==> config.mk <==
export PLATFORM = sky130hd
export DESIGN_NAME = grab_cfg
export DESIGN_NICKNAME = d
export VERILOG_FILES = /design/src/rtl/core/grab_pkg.sv /design/src/rtl/core/grab_cfg.sv
export SDC_FILE = /design/constraint.sdc
export NUM_CORES = 1
export LEC_CHECK = 0
export ABC_AREA = 1
export BUFFER_PORTS_ARGS = -buffer_cell sky130_fd_sc_hd__buf_4
export CAP_MARGIN = 30
export CORE_ASPECT_RATIO = 1.2
export CORE_UTILIZATION = 42
export CTS_BUF_LIST = sky130_fd_sc_hd__clkbuf_2
export CTS_CLUSTER_DIAMETER = 30
export DETAILED_ROUTE_END_ITERATION = 6
export HOLD_SLACK_MARGIN = 0.08
export MAX_ROUTING_LAYER = met4
export PLACE_DENSITY_LB_ADDON = 0.12
export SLEW_MARGIN = 20
export SYNTH_ARGS = -nofsm -noshare
export SYNTH_HDL_FRONTEND = slang
export SYNTH_SLANG_ARGS = --single-unit
==> constraint.sdc <==
create_clock -name clk_i -period 1.1 [get_ports clk_i]
set_clock_uncertainty 0.05 [all_clocks]
set_input_delay 0.33 -clock clk_i [delete_from_list [all_inputs] [get_ports clk_i]]
set_output_delay 0.33 -clock clk_i [all_outputs]
set_load 0.01 [all_outputs]
==> src/rtl/core/grab_pkg.sv <==
// Shared types, constants and command/status structs for the greedy route append builder.
package grab_pkg;

  localparam int unsigned MAX_NODES  = 64;
  localparam int unsigned MAX_TRUCKS = 16;
  localparam int unsigned DIST_BITS  = 16;

  localparam int unsigned NODE_W  = $clog2(MAX_NODES);
  localparam int unsigned TRUCK_W = $clog2(MAX_TRUCKS);
  localparam int unsigned DIST_AW = 2 * NODE_W;
  localparam int unsigned NN_W    = 7;
  localparam int unsigned NT_W    = 5;
  localparam int unsigned LOAD_W  = 23;
  localparam int unsigned LEN_W   = 7;
  localparam int unsigned INC_W   = DIST_BITS + 2;
  localparam int unsigned COST_W  = 32;
  localparam int unsigned ACC_W   = 38;
  localparam int unsigned PADDR_W = 4;
  localparam int unsigned PDATA_W = 32;

  typedef enum logic [1:0] {
    FUNC_LOAD_DIST = 2'd0,
    FUNC_LOAD_DEM  = 2'd1,
    FUNC_LOAD_CAP  = 2'd2,
    FUNC_BUILD     = 2'd3
  } func_e;

  typedef enum logic [1:0] {
    REG_NUM_NODES     = 2'd0,
    REG_NUM_TRUCKS    = 2'd1,
    REG_TRUCK_PENALTY = 2'd2
  } reg_idx_e;

  typedef enum logic [3:0] {
    ST_IDLE,
    ST_CUST_A,
    ST_CUST_B,
    ST_CUST_C,
    ST_SCAN_RD,
    ST_SCAN_EV,
    ST_COMMIT,
    ST_SUM,
    ST_SUMMARY
  } state_e;

  typedef struct packed {
    logic [1:0]           func;
    logic [NODE_W-1:0]    row;
    logic [NODE_W-1:0]    col;
    logic [15:0]          value;
  } in_item_t;

  typedef struct packed {
    logic                 kind;
    logic [NODE_W-1:0]    node;
    logic [TRUCK_W-1:0]   truck;
    logic [NODE_W-1:0]    position;
    logic signed [31:0]   cost;
    logic [4:0]           active_trucks;
    logic                 infeasible;
    logic                 last;
  } out_item_t;

  typedef struct packed {
    logic [NN_W-1:0] num_nodes;
    logic [NT_W-1:0] num_trucks;
    logic [15:0]     truck_penalty;
  } cfg_t;

  typedef struct packed {
    logic idle;
    logic build_start;
    logic rd_cust0;
    logic rd_cust1;
    logic scan_init;
    logic scan_rd;
    logic scan_ev;
    logic commit;
    logic sum_init;
    logic sum_step;
    logic summary;
  } cmd_t;

  typedef struct packed {
    logic cust_done;
    logic truck_done;
    logic out_busy;
  } sts_t;

endpackage

==> src/rtl/core/grab_cfg.sv <==
// APB-style register block holding the node count, truck count and truck penalty.
module grab_cfg import grab_pkg::*; (
  input  logic               clk_i,
  input  logic               rst_ni,
  input  logic               psel,
  input  logic               penable,
  input  logic               pwrite,
  input  logic [PADDR_W-1:0] paddr,
  input  logic [PDATA_W-1:0] pwdata,
  output logic [PDATA_W-1:0] prdata,
  output logic               pready,
  output cfg_t               cfg_o
);

  cfg_t     cfg_q, cfg_d;
  reg_idx_e idx;
  logic     wr_en;

  assign idx    = reg_idx_e'(paddr[3:2]);
  assign wr_en  = psel && penable && pwrite;
  assign pready = 1'b1;
  assign cfg_o  = cfg_q;

  always_comb begin
    cfg_d = cfg_q;
    if (wr_en) begin
      unique case (idx)
        REG_NUM_NODES:     cfg_d.num_nodes     = pwdata[NN_W-1:0];
        REG_NUM_TRUCKS:    cfg_d.num_trucks    = pwdata[NT_W-1:0];
        REG_TRUCK_PENALTY: cfg_d.truck_penalty = pwdata[15:0];
        default:           cfg_d = cfg_q;
      endcase
    end
  end

  always_comb begin
    unique case (idx)
      REG_NUM_NODES:     prdata = PDATA_W'(cfg_q.num_nodes);
      REG_NUM_TRUCKS:    prdata = PDATA_W'(cfg_q.num_trucks);
      REG_TRUCK_PENALTY: prdata = PDATA_W'(cfg_q.truck_penalty);
      default:           prdata = '0;
    endcase
  end

  always_ff @(posedge clk_i or negedge rst_ni) begin
    if (!rst_ni) begin
      cfg_q.num_nodes     <= NN_W'(MAX_NODES);
      cfg_q.num_trucks    <= NT_W'(MAX_TRUCKS);
      cfg_q.truck_penalty <= '0;
    end else begin
      cfg_q <= cfg_d;
    end
  end

endmodule

==> results_dict.tcl <==
set metrics [dict create \
    pre_cts_slack_ns -0.2930 \
    via_per_inst 4.464 \
    critPathLaunchType "flop" \
    peakVddDrop_mv 0.9858 \
    reg2reg_slack_ns 0.17 \
    finalSetupViolations 44 \
    drt-pass1-iter-count 4 \
    fin_ws_ns -0.4951 \
    gp_congestion 0.7836 \
    h-tree-depth 1 \
    antenna_found_initial 0 \
    start_util 0.4404 \
    period_minus_slack_ns 1.595 \
    synth_area_leaders "dfrtp_1, nand2_1, buf_4, dfstp_2, inv_1" \
    violations "setup timing" \
    fillers 262 \
    cts_buffers 3 \
    insertion_delay_ns 0.34 \
    post_synth.cell_area_avg_um2 7.501 \
    hold_viol_final 0 \
    grt_use_total 0.2010 \
    die_x_um 56.01 \
    drtAntennaViolNets 0 \
    nNetsFinal 339 \
    crit_required_ns 0.72 \
    placed_cell_area_um2 1968 \
    multi_input_area_um2 620.6 \
    largest_reg_flops 28 \
    synth-seq-cells 28 \
    cts_tree "done" \
    synth_area_leader_cell "dfrtp_1" \
    yosysWarnings 0 \
    crit_path_start "cfg_o[20]" \
    n_antenna_cell 0 \
    design.core.area_um2 3338 \
    synthDominantCellAreaShare 0.4426 \
    path_max_fanout 2 \
    routedWlPerCell_um 11.90 \
    grt.overflow.total 0 \
    rr_endpoint "cfg_o[1]" \
    grt_pass1_wl_mm 5.692 \
    grt_max_degree 29 \
    maxCapViolCount 0 \
    layout_commonest_cell "nand2_1" \
    wl_mm 3.973 \
    reg2reg_depth 4 \
    leakage_nw 1.392 \
    via_count 1491 \
    synth-seq-area-share 0.4783 \
    crit_path_end "prdata[4]" \
    finalCritPeriodShare 1.450 \
    ios 102 \
    grt_pass1_vias 1298 \
    hpwl_mm 2.437 \
    drv_slew 0 \
    drive_above_1_share 0.3771 \
    cts_root_buf "clkbuf_2" \
    post-place-cells 302 \
    portBuffers 66 \
    crit_arrival_ns 1.22 \
    syn_area_um2 1470 \
    yosysUniqueCellTypes 15 \
    critPathKind "flop to output port" \
    area_growth_pct 64.26 \
    fmaxAchievable_mhz 626.9 \
    r2r_start "cfg_o[1]" \
    powerDensity_nw_per_um2 1476 \
    clock-sinks 28 \
    dieArea_um2 3742 \
    fp-row-count 23 \
    cts_max_path_buffers 2 \
    finalInstanceArea_um2 2415 \
    die_y_um 66.81 \
    end_kind "output port" \
    cts.clk_slew.worst_paths_ns 0.29 \
    layout_common_cells "nand2_1, buf_4, buf_6" \
    route.detailed.drc 0 \
    status "complete, but fails checks" \
    first_iter_violations 63 \
    instances_no_fill 334 \
    synthCells 196 \
    rsz0062_at_grt "yes" \
    seqCellArea_um2 703.2 \
    worst_hold_path_type "input port to flop" \
    hold_depth 3 \
]
==> how the worst min path moves through the flow <==
| stage | startpoint | to | slack, ns |
|---|---|---|---|
| global route | pwdata[4] | cfg_o[4] | 0.07 |
| global placement | rst_ni | cfg_o[0] | 0.22 |
| finish | pwdata[4] | cfg_o[20] | 0.09 |
| floorplan | rst_ni | cfg_o[0] | -0.02 |
| CTS | pwdata[4] | cfg_o[20] | 0.08 |
| detailed placement | rst_ni | cfg_o[0] | 0.22 |
==> cell families after synthesis <==
family | count (synthesis) | synth area share
buffers and inverters | 34 | 0.1481
DFF | 28 | 0.4783
other | 2 | 0.005108
and+or+nand+nor | 132 | 0.3685
==> where the power goes <==
part	internal, W	switching [W]	total [W]
logic	0.000898	0.000602	0.00150
registers	0.00125	0.000195	0.00144
clock network	0.000313	0.000307	0.000619
total	0.00246	0.00110	0.00356
==> stage by stage <==
stage / hold WS [ns] / utilization / setup TNS (ns) / power, W
final: 0.08980 / 0.7234 / -14.33 / 0.003564
after global routing: 0.07328 / 0.7234 / -17.85 / 0.003770
after CTS: 0.08009 / 0.6743 / -14.12 / 0.003354
after detailed placement: 0.2163 / 0.5896 / -9.621 / 0.002445
after global placement: 0.2176 / 0.5896 / -9.125 / 0.002427
after floorplan: -0.01559 / - / -0.06149 / 0.001891
==> worst max-delay path, cell delays in order (launching register included) <==
cell,delay (ns)
dfstp_2,0.60
nand2_1,0.05
nand3_1,0.07
buf_4,0.12
==> Yosys cell counts (all sizes together) <==
cell type / number
buf: 20
conb: 2
dfrtp: 26
dfstp: 2
inv: 14
nand2: 112
nand3: 6
nor2: 14
==> routing by layer <==
layer / GRT usage / up-vias / part of all wire
met4: 0.07927 / 0 / 0.0060
met5: - / - / 0
met3: 0.01942 / 2 / 0.058
li1: - / 746 / -
met1: 0.2500 / 681 / 0.42
met2: 0.3408 / 62 / 0.52
==> what timing repair did <==
item,CTS,global route
endpoints found under the setup margin,44,44
pin swaps,17,6
hold buffers,5,3
setup buffers,9,11
gates resized for setup,32,14
endpoints found under the hold margin,32,4
==> area by class of cell <==
class	instances	area share
clock inverters	1	0.01244
multi-input cells	149	0.2570
clock buffers	3	0.006218
repair buffers	102	0.3922
well taps	37	0.01917
flip-flops and latches	28	0.2912
inverters	14	0.02176
Power figures use the tool's default switching activity.
