$ cat config.mk
export PLATFORM = sky130hd
export DESIGN_NAME = grab_ctrl
export DESIGN_NICKNAME = d
export VERILOG_FILES = /design/src/rtl/core/grab_pkg.sv /design/src/rtl/core/grab_ctrl.sv
export SDC_FILE = /design/constraint.sdc
export NUM_CORES = 1
export LEC_CHECK = 0
export ABC_AREA = 1
export BUFFER_PORTS_ARGS = -buffer_cell sky130_fd_sc_hd__clkbuf_2
export CORE_AREA = 5 5 42 44
export CTS_CLUSTER_DIAMETER = 80
export DETAILED_ROUTE_END_ITERATION = 8
export DIE_AREA = 0 0 47 49
export PLACE_DENSITY = 0.59
export SETUP_SLACK_MARGIN = 0.2
export SYNTH_ARGS = -nofsm -noshare
export SYNTH_HDL_FRONTEND = slang
export SYNTH_SLANG_ARGS = --single-unit
$ cat constraint.sdc
create_clock -name clk_i -period 1.6 [get_ports clk_i]
set_clock_uncertainty 0.05 [all_clocks]
set_input_delay 0.08 -clock clk_i [delete_from_list [all_inputs] [get_ports clk_i]]
set_output_delay 0.08 -clock clk_i [all_outputs]
set_load 0.02 [all_outputs]
$ cat src/rtl/core/grab_pkg.sv
// Shared types, constants and command/status structs for the greedy route append builder.
package grab_pkg;

  localparam int unsigned MAX_NODES  = 64;
  localparam int unsigned MAX_TRUCKS = 16;
  localparam int unsigned DIST_BITS  = 16;

  localparam int unsigned NODE_W  = $clog2(MAX_NODES);
  localparam int unsigned TRUCK_W = $clog2(MAX_TRUCKS);
  localparam int unsigned DIST_AW = 2 * NODE_W;
  localparam int unsigned NN_W    = 7;
  localparam int unsigned NT_W    = 5;
  localparam int unsigned LOAD_W  = 23;
  localparam int unsigned LEN_W   = 7;
  localparam int unsigned INC_W   = DIST_BITS + 2;
  localparam int unsigned COST_W  = 32;
  localparam int unsigned ACC_W   = 38;
  localparam int unsigned PADDR_W = 4;
  localparam int unsigned PDATA_W = 32;

  typedef enum logic [1:0] {
    FUNC_LOAD_DIST = 2'd0,
    FUNC_LOAD_DEM  = 2'd1,
    FUNC_LOAD_CAP  = 2'd2,
    FUNC_BUILD     = 2'd3
  } func_e;

  typedef enum logic [1:0] {
    REG_NUM_NODES     = 2'd0,
    REG_NUM_TRUCKS    = 2'd1,
    REG_TRUCK_PENALTY = 2'd2
  } reg_idx_e;

  typedef enum logic [3:0] {
    ST_IDLE,
    ST_CUST_A,
    ST_CUST_B,
    ST_CUST_C,
    ST_SCAN_RD,
    ST_SCAN_EV,
    ST_COMMIT,
    ST_SUM,
    ST_SUMMARY
  } state_e;

  typedef struct packed {
    logic [1:0]           func;
    logic [NODE_W-1:0]    row;
    logic [NODE_W-1:0]    col;
    logic [15:0]          value;
  } in_item_t;

  typedef struct packed {
    logic                 kind;
    logic [NODE_W-1:0]    node;
    logic [TRUCK_W-1:0]   truck;
    logic [NODE_W-1:0]    position;
    logic signed [31:0]   cost;
    logic [4:0]           active_trucks;
    logic                 infeasible;
    logic                 last;
  } out_item_t;

  typedef struct packed {
    logic [NN_W-1:0] num_nodes;
    logic [NT_W-1:0] num_trucks;
    logic [15:0]     truck_penalty;
  } cfg_t;

  typedef struct packed {
    logic idle;
    logic build_start;
    logic rd_cust0;
    logic rd_cust1;
    logic scan_init;
    logic scan_rd;
    logic scan_ev;
    logic commit;
    logic sum_init;
    logic sum_step;
    logic summary;
  } cmd_t;

  typedef struct packed {
    logic cust_done;
    logic truck_done;
    logic out_busy;
  } sts_t;

endpackage

$ cat src/rtl/core/grab_ctrl.sv
// Build sequencer: walks customers, scans trucks, commits results and sums the summary.
module grab_ctrl import grab_pkg::*; (
  input  logic       clk_i,
  input  logic       rst_ni,
  input  logic       in_valid_i,
  input  logic [1:0] in_func_i,
  input  sts_t       sts_i,
  output cmd_t       cmd_o
);

  state_e state_q, state_d;
  logic   start_build;

  assign start_build = in_valid_i && (func_e'(in_func_i) == FUNC_BUILD);

  always_comb begin
    state_d = state_q;
    unique case (state_q)
      ST_IDLE:    if (start_build) state_d = ST_CUST_A;
      ST_CUST_A:  state_d = sts_i.cust_done ? ST_SUM : ST_CUST_B;
      ST_CUST_B:  state_d = ST_CUST_C;
      ST_CUST_C:  state_d = ST_SCAN_RD;
      ST_SCAN_RD: state_d = sts_i.truck_done ? ST_COMMIT : ST_SCAN_EV;
      ST_SCAN_EV: state_d = ST_SCAN_RD;
      ST_COMMIT:  if (!sts_i.out_busy) state_d = ST_CUST_A;
      ST_SUM:     if (sts_i.truck_done) state_d = ST_SUMMARY;
      ST_SUMMARY: if (!sts_i.out_busy) state_d = ST_IDLE;
      default:    state_d = ST_IDLE;
    endcase
  end

  always_comb begin
    cmd_o = '0;
    unique case (state_q)
      ST_IDLE: begin
        cmd_o.idle        = 1'b1;
        cmd_o.build_start = start_build;
      end
      ST_CUST_A: begin
        cmd_o.rd_cust0 = !sts_i.cust_done;
        cmd_o.sum_init = sts_i.cust_done;
      end
      ST_CUST_B:  cmd_o.rd_cust1  = 1'b1;
      ST_CUST_C:  cmd_o.scan_init = 1'b1;
      ST_SCAN_RD: cmd_o.scan_rd   = !sts_i.truck_done;
      ST_SCAN_EV: cmd_o.scan_ev   = 1'b1;
      ST_COMMIT:  cmd_o.commit    = !sts_i.out_busy;
      ST_SUM:     cmd_o.sum_step  = !sts_i.truck_done;
      ST_SUMMARY: cmd_o.summary   = !sts_i.out_busy;
      default:    cmd_o = '0;
    endcase
  end

  always_ff @(posedge clk_i or negedge rst_ni) begin
    if (!rst_ni) begin
      state_q <= ST_IDLE;
    end else begin
      state_q <= state_d;
    end
  end

endmodule

==> out/results.txt <==
Post-synth ARST share: 1.00
area growth from synthesis to layout: 65.0%
hold_ws: 122 ps
Peak VDD IR: 765 uV
pin count of the biggest net entering global routing: 7
Root Driver: clkbuf_4
Mapped Nets: 72
Synth top area share: 0.269
RSZ-0062 raised after global routing: true
GR Util met1: 0.119
CTS tree: yes
minimum clock period: 1390 ps
Slew Limit Headroom: 0.843
Power Density: 2010 mW/mm^2
Area contributors post-synth: dfrtp_1 (27%), nand2_1 (17%), nor2_1 (11%)
Final Core Density: 0.438
crit path DAT: 1260 ps
GR Layer Usage met3: 0.0148
count leader, synth: nand2_1
FP Rows: 14
# DRC: 0
Fin Setup TNS: 0 ps
Die Span X: 47 um
number of flip-flops in the largest register: 4
die area: 0.00230 mm^2
Worst Tran Pin Value: 234 ps
CP Cell Sequence: nor2_4 -> nand2_1 -> nor2_1 -> buf_4
Final Hold Viols: 0
drt initial violations: 11
core area: 0.00140 mm^2
GRT Util Overall: 0.110
Synth Area per Inst: 5.81 um^2
post-synthesis sequential area ratio: 0.269
layout cells sized above 1: 0.495
Reg clk slew, reported paths: 40 ps
vias in the first global route: 477
Syn Inst Count: 64
Crit Path Class: reg -> out
Post-synth top cells: nand2_1 (17), nor2_1 (11), nand3_1 (8)
# IOs: 19
first-pass GRT wire length: 1.84 mm
die height: 49 um
PortBufs: 18
Num CTS Buffers: 3
Diodes inserted: 0
post-DR vias/cell: 4.78
drt first pass iters: 4
total gr overflow: 0
max-slew violations: 0
CP max stage cell: dfrtp_2
crit path launch type: register
max-cap violations: 0
largest registers: state_q (4)
cell taking the most area after synthesis: dfrtp_1
YS warnings: 0
Worst setup EP type: output pin
Clock H-tree levels: 1
Routed WL: 1.27 mm
Pleak: 0.352 nW
GR Layer Usage met2: 0.181
cell area after synthesis: 372 um^2
Sink Count: 4
number of synthesized flops with an enable pin: 0
endpoints failing setup: 0
status: completed
CP max FO: 6
largest register by flop count: state_q
Max Freq: 0.722 GHz
DP HPWL: 927 um
Synth Flop Type: dfrtp_1
HP Class: in -> async
deepest clock path buffer count: 2
post-route ant nets: 0
Worst-Skew Late Latency: 250 ps
gpl congestion: 0.820
NumNets Final: 101
Initial Util: 0.265
Tcrit/Tclk final: 0.866
initial antenna violation count: 0
Largest stage delay, worst path: 460 ps
Synth Register Bits: 4
most used routing layer: met2
Crit path required time: 1470 ps
vias post-DR: 511
synth unique cells: 14
wire per inst: 11.9 um
==> report_power, final <==
| part | internal [mW] | switching [mW] | total [mW] | leakage (nW) |
|---|---|---|---|---|
| Sequential | 0.160 | 0.113 | 0.273 | 0.0453 |
| Combinational | 0.333 | 0.490 | 0.823 | 0.293 |
| Clock | 0.0844 | 0.0497 | 0.134 | 0.0138 |
| Total | 0.577 | 0.653 | 1.23 | 0.352 |
==> cell type report <==
class / instances / area, um^2
inverter: 10 / 37.5
multi-input combinational: 50 / 267
timing repair buffer: 24 / 161
fill: 167 / 788
clock buffer: 3 / 22.5
sequential: 4 / 105
tap: 16 / 20.0
==> critical path, delay by kind of cell (launching register included) <==
kind                   cells  cell delay, ps
buffers and inverters      1             140
flip-flops                 1             460
AND/OR/NAND/NOR            3             390
==> final timing paths <==
check / to / cells after the start / start / slack (ps)
max: cmd_o[0] / 4 / state_q[0] / 210
min: state_q[1] / 2 / rst_ni / 120
max reg2reg: state_q[0] / 7 / state_q[0] / 310
min reg2reg: state_q[1] / 2 / state_q[2] / 570
max in group asynchronous: state_q[3] / 2 / rst_ni / 1220
min in group clk_i: state_q[3] / 3 / sts_i[0] / 150
==> per-layer routing <==
metal | vias to the layer above | wire [um]
li1 | 257 | -
met1 | 229 | 470
met2 | 22 | 687
met3 | 3 | 86
met4 | 0 | 24
met5 | - | 0
==> cell usage in the layout (no fill, tap or decap) <==
cell type and n:
nor2_4 4, nor3_1 2, dfrtp_2 4, nand2_1 16
clkbuf_4 3, o211ai_1 1, nand3_2 1, nor2_2 2
buf_4 12, nand4_1 1, nor2_1 9, nand2_2 4
o21ai_0 1, buf_6 1, nand3_1 7, and3_1 1
nor3_2 1, inv_2 3, clkbuf_2 10, inv_1 7
dlygate4sd3_1 1
==> cell families (layout without fill, tap and decap cells) <==
logic type,count (synthesis),count (layout),share of synthesized area
AO/OA/AOI/OAI,2,2,0.0337
flip-flops,4,4,0.269
buffers and inverters,10,37,0.101
AND/OR/NAND/NOR,48,48,0.596
==> repair_timing <==
item / 4_1_cts / 5_1_grt
endpoints found under the hold margin: 4 / 0
endpoints found under the setup margin: 7 / 10
resized for setup: 4 / 25
hold buffers: 1 / 0
setup buffers: 0 / 5
pin swaps: 0 / 6
==> stage by stage <==
| stage | std cells | setup slack (ps) | total power, mW | cell area (um^2) |
|---|---|---|---|---|
| floorplan | 64 | 267 | 0.688 | 372 |
| global placement | 98 | 316 | 0.870 | 482 |
| detailed placement | 98 | 329 | 0.878 | 482 |
| CTS | 102 | 195 | 1.05 | 527 |
| global route | 107 | 158 | 1.32 | 613 |
| finish | 107 | 214 | 1.23 | 613 |
(Power assumes the default switching activity.)
